===== src/rtl/diof_pkg.sv =====
// Shared types and constants for the direct form I IIR filter core.
// No dependencies; imported by every module of the block.
package diof_pkg;

    // Sample and gain formats (fixed by the stream and register formats)
    localparam int SAMPLE_W   = 16;
    localparam int GAIN_W     = 18;
    localparam int SAMPLE_MAX = 32767;
    localparam int SAMPLE_MIN = -32768;

    // Defaults for the top level parameters
    localparam int FF_TAPS_DEF        = 4;
    localparam int FB_TAPS_DEF        = 3;
    localparam int GAIN_FRAC_BITS_DEF = 15;

    // Reset value of the current-sample gain (unity in Q2.15)
    localparam logic signed [GAIN_W-1:0] GAIN_RESET_ONE = 18'sd32768;

    // Request kinds carried in tuser
    localparam logic CMD_FILTER = 1'b0;
    localparam logic CMD_CLEAR  = 1'b1;

    // Step control from the handshake logic to the datapath
    typedef struct packed {
        logic fire;   // the item in the input register is consumed this cycle
        logic clear;  // that item is a clear request
    } step_ctl_t;

endpackage


===== src/rtl/diof_gain_regs.sv =====
// Gain register file: feed-forward and feedback gains, written by index.
// Depends on diof_pkg.
module diof_gain_regs #(
    parameter int FF_TAPS = diof_pkg::FF_TAPS_DEF,
    parameter int FB_TAPS = diof_pkg::FB_TAPS_DEF,
    parameter int IDX_W   = $clog2(FF_TAPS + FB_TAPS)
) (
    input  logic                                   clk,
    input  logic                                   rst_n,
    input  logic                                   cfg_we,
    input  logic [IDX_W-1:0]                       cfg_index,
    input  logic [diof_pkg::GAIN_W-1:0]            cfg_data,
    output logic signed [diof_pkg::GAIN_W-1:0]     ff_gain [FF_TAPS],
    output logic signed [diof_pkg::GAIN_W-1:0]     fb_gain [FB_TAPS]
);
    import diof_pkg::*;

    logic signed [GAIN_W-1:0] ff_gain_reg [FF_TAPS];
    logic signed [GAIN_W-1:0] fb_gain_reg [FB_TAPS];

    // Register writes; indexes past the last gain are dropped
    always_ff @(posedge clk or negedge rst_n)
    begin
        if (!rst_n)
        begin
            for (int k = 0; k < FF_TAPS; k++)
            begin
                ff_gain_reg[k] <= (k == 0) ? GAIN_RESET_ONE : '0;
            end
            for (int k = 0; k < FB_TAPS; k++)
            begin
                fb_gain_reg[k] <= '0;
            end
        end
        else if (cfg_we)
        begin
            for (int k = 0; k < FF_TAPS; k++)
            begin
                if (cfg_index == IDX_W'(k))
                begin
                    ff_gain_reg[k] <= $signed(cfg_data);
                end
            end
            for (int k = 0; k < FB_TAPS; k++)
            begin
                if (cfg_index == IDX_W'(FF_TAPS + k))
                begin
                    fb_gain_reg[k] <= $signed(cfg_data);
                end
            end
        end
    end

    assign ff_gain = ff_gain_reg;
    assign fb_gain = fb_gain_reg;

endmodule


===== config.mk =====
export PLATFORM = sky130hd
export DESIGN_NAME = diof_gain_regs
export DESIGN_NICKNAME = d
export VERILOG_FILES = /design/src/rtl/diof_pkg.sv /design/src/rtl/diof_gain_regs.sv
export SDC_FILE = /design/constraint.sdc
export NUM_CORES = 1
export LEC_CHECK = 0
export BUFFER_PORTS_ARGS = -buffer_cell sky130_fd_sc_hd__buf_2
export CORE_UTILIZATION = 55
export CTS_CLUSTER_DIAMETER = 80
export CTS_CLUSTER_SIZE = 14
export DETAILED_ROUTE_END_ITERATION = 6
export PLACE_DENSITY = 0.87
export SLEW_MARGIN = 20
export SYNTH_ARGS = -nofsm -noshare
export SYNTH_HDL_FRONTEND = slang
export SYNTH_SLANG_ARGS = --single-unit

===== constraint.sdc =====
create_clock -name clk -period 1.6 [get_ports clk]
set_input_delay 0.16 -clock clk [delete_from_list [all_inputs] [get_ports clk]]
set_output_delay 0.16 -clock clk [all_outputs]
set_load 0.05 [all_outputs]

# Word level (Yosys, flattened, before mapping)
# Cells that the tools add are included.
[totals]
word_cells = 21
output_inout_bits = 126
register_bits = 126
in_bits = 24
[classes]
eq_ne = 6
n_reduce_logical = 8
[ops]
columns = ["operator", "count"]
rows = [
  ["$reduce_and 2->1", 7],
  ["$eq 3x3->1 const B", 3],
  ["$eq 3x2->1 const B", 2],
  ["$eq 3x1->1 const B", 1],
  ["$logic_not 3->1", 1],
]

# Depth between registers and ports, before layout
[depth]
depth_word = 2
depth_mapped = 5

# Worst setup path after synthesis
# OpenSTA, ideal clock, no wires.
[synth_timing]
kind = "in2reg"
from = "input port cfg_index[0]"
to = "register ff_gain_reg (netlist bit ff_gain[54])"
cell_stages = 4
t_arrival_ps = 1332
setup_slack_ps = 143
required_ps = 1475
n_path_buf = 2
setup_time_ps = 125
path_cell_list = "buf_4 -> nor4b_4 -> buf_6 -> mux2_4"
[synth_via]
elab_chain_cells = 2
[synth_rtl]
columns = ["item", "line_no", "rtl"]
rows = [
  ["start: declaration", "diof_gain_regs.sv:11", "input logic [IDX_W-1:0] cfg_index,"],
  ["$logic_not 3->1", "diof_gain_regs.sv:39", "if (cfg_index == IDX_W'(k))"],
  ["$reduce_and 2->1 (no line)", "-", ""],
  ["end signal: indexed assignment", "diof_gain_regs.sv:28", "ff_gain_reg[k] <= (k == 0) ? GAIN_RESET_ONE : '0;"],
  ["end signal: indexed assignment", "diof_gain_regs.sv:41", "ff_gain_reg[k] <= $signed(cfg_data);"],
  ["end: declaration", "diof_gain_regs.sv:18", "logic signed [GAIN_W-1:0] ff_gain_reg [FF_TAPS];"],
]
# No other way between the ends.
# A chain may end at the register's enable or synchronous reset.

# Final worst setup path
[layout_timing]
from = "register ff_gain_reg (netlist bit ff_gain[69])"
to = "output port ff_gain[69] (netlist bit)"
[layout_rtl]
columns = ["item", "line_no", "rtl"]
rows = [
  ["end: declaration", "diof_gain_regs.sv:13", "output logic signed [diof_pkg::GAIN_W-1:0] ff_gain [FF_TAPS],"],
]
# No word-level cell between the ends.

==> metrics.md <==
| Metric | Value |
|---|---|
| Outcome | finished, final reports clean |
| Drt total wl | around 11000 um |
| EDFF count, synth | 0 |
| Max stage delay on crit path | about 530 ps |
| Initial Util | about 58% |
| CTS Buf Count | 17 |
| Pleak | 0.003211 uW |
| Post-DP Area | just under 6000 sq um |
| # IOs | 150 |
| Ys flop type | dfrtp_1 |
| Finished Layout Cells | roughly 580 |
| DR iter-0 viols | around 100 |
| Clk_skew | 0 ps |
| Die width | approximately 95 um |
| First-pass GRT wire length | ~17000 um |
| FMAX | slightly below 700 MHz |
| Most area-consuming cells after synthesis | dfrtp_1, mux2_2, mux2_4 |
| GP Congestion | around 0.76 |
| DR pass1 iterations | 4 |
| Post-synth top cells | dfrtp_1, mux2_2, mux2_4, buf_2, buf_4 |
| Cell family with most CP delay | flip-flops |
| Worst Path Buf+Inv | 1 |
| Share of cells above drive strength 1 | a little over two thirds |
| Util after Layout | about four fifths |
| Worst-Margin Slew | about 640 ps |
| Max reg flops | 72 |
| RSZ-0062 raised after global routing | false |
| Hold Slack | between 200 and 300 ps |
| Power Dens Cells | 1919 nW/um^2 |
| Syn-to-layout area delta | 37.44% |
| CORE AREA | about 8300 sq um |
| CP Launch Type | flop |
| Slew headroom | between 50% and 60% |
| ANT nets after route | 0 |
| Final Net Count | a little under 500 |
| Vias in the first global route | between 3000 and 4000 |
| Max Root-Sink Buffers | 2 |
| Mapped Nets | between 200 and 300 |
| Ys async rst share | 100.0% |
| Max-slew violations | 0 |
| I/O Buffers | 149 |
| Most frequent cell after synthesis | dfrtp_1 |
| Avg Vias per Cell | ~5.2 |
| Finished Cell Area | roughly 6600 sq um |
| Skew-Pair Late Insertion Delay | around 500 ps |
| Max FO, Critical Path | 2 |
| Setup Total Neg Slack | 0 ps |
| Netlist Area Pre-Place | a little under 5000 sq um |
| Sequential area share after synthesis | 65.69% |
| Max_cap viols | 0 |
| Slowest CP cell | dfstp_2 |
| Crit path cell chain | buf_2 |
| Crit end category | output pin |
| Req. time, crit path | about 1400 ps |
| Initial antenna violation count | 0 |
| Clk pin slew, worst setup/hold paths | about 60 ps |
| Area leader, netlist | dfrtp_1 |
| Worst ir drop on vdd | ~1.1 mV |
| Yosys Warn Count | 0 |
| CTS tree | yes |
| DP Wirelength | just over 7000 um |
| Yosys reg bits | around 130 |
| Final setup viols | 0 |
| Die ar. | around 9100 sq um |
| ANT cells | 0 |
| Vias | between 3000 and 4000 |
| Kind of critical path | flop to output pin |
| Hold Violations, Final | 0 |
| Count of different cell masters after synthesis | 10 |
| Share of the synthesized area in the top cell type | between 60% and 70% |
| Mean Syn Cell Area | about 18 sq um |
| Period Utilization, post-route | between 90% and 100% |
| Min Tclk post-route | around 1400 ps |
| Postcts setup bufs | 0 |
| Rows | 33 |
| Pin count of the biggest net entering global routing | 127 |
| Clk sinks | ~130 |
| DRC Markers | 0 |
| # resized after CTS | 0 |
| Worst path arrival time | 1280 ps |
| Global-route usage over all layers | approximately 26% |
| Placed insts | approximately 530 |
| Worst min path class | input pin to flop |
| Routed len/inst | 18.91 um |
| Clock root cell | clkbuf_8 |
| Remaining global-route overflow | 0 |
| Synth Instances | about 270 |
| Vert. Die Dim | 95.44 um |
| H-tree depth | 4 |
## where the power goes
part           total [uW]  internal, uW  switching, uW
combinational        4330          1110           3210
clock                4070          2690           1380
sequential           4270          3900            372
total               12700          7700           4960
## area by class of cell
| cell class | instances | area, sq um |
|---|---|---|
| clock inverters | 14 | 215.2 |
| multi-input cells | 133 | 1600 |
| flip-flops and latches | 126 | 3154 |
| repair buffers | 182 | 1081 |
| clock buffers | 18 | 417.9 |
| fillers | 455 | 1740 |
| well taps | 105 | 131.4 |
## through the flow
stage	worst slack [ps]	power, uW
3_3_place_gp	151.5	8504
3_5_place_dp	140.8	8608
2_1_floorplan	142.7	7497
4_1_cts	126.5	12740
5_1_grt	93.26	13130
6_report	155.9	12660
## placed cells by master, fill, tap and decap left out
cell	n
clkbuf_8	1
mux2_2	116
nor4b_4	1
clkinv_4	2
bufinv_16	5
clkbuf_16	16
buf_12	3
inv_6	2
buf_2	148
clkinv_2	3
nor4bb_4	3
dfstp_2	1
clkbuf_1	1
mux2_4	10
nand4b_2	3
dfrtp_1	125
dlygate4sd3_1	19
clkinvlp_4	2
buf_4	12
## per-layer routing
metal  GRT usage [%]  wire length, um  vias to the layer above
li1                -                -                     1356
met2           42.92             5674                       89
met5               0                0                        -
met1           32.45             4658                     1556
met4           11.82              179                        0
met3           5.343              416                       15
## worst paths after layout
kind                             start          end  slack (ps)  depth (start not counted)
min in group asynchronous        rst_n  ff_gain[23]         310                          3
min                             cfg_we   fb_gain[3]         280                          3
max                        ff_gain[69]  ff_gain[69]         160                          1
max reg2reg                fb_gain[13]  fb_gain[13]         800                          1
min reg2reg                fb_gain[33]  fb_gain[33]         500                          1
max in group asynchronous        rst_n  ff_gain[48]         820                          3
## kinds of logic after synthesis
group / after synthesis / synth area share [%]
mux: 126 / 30.33
simple gates: 7 / 2.058
buf+inv: 14 / 1.928
flops: 126 / 65.69
## what timing repair did
action                     4_1_cts  5_1_grt
hold endpoints to repair       248        0
hold buffers                    19        0
setup endpoints to repair        0        0
Note: power is estimated with default switching activity, not from simulation.
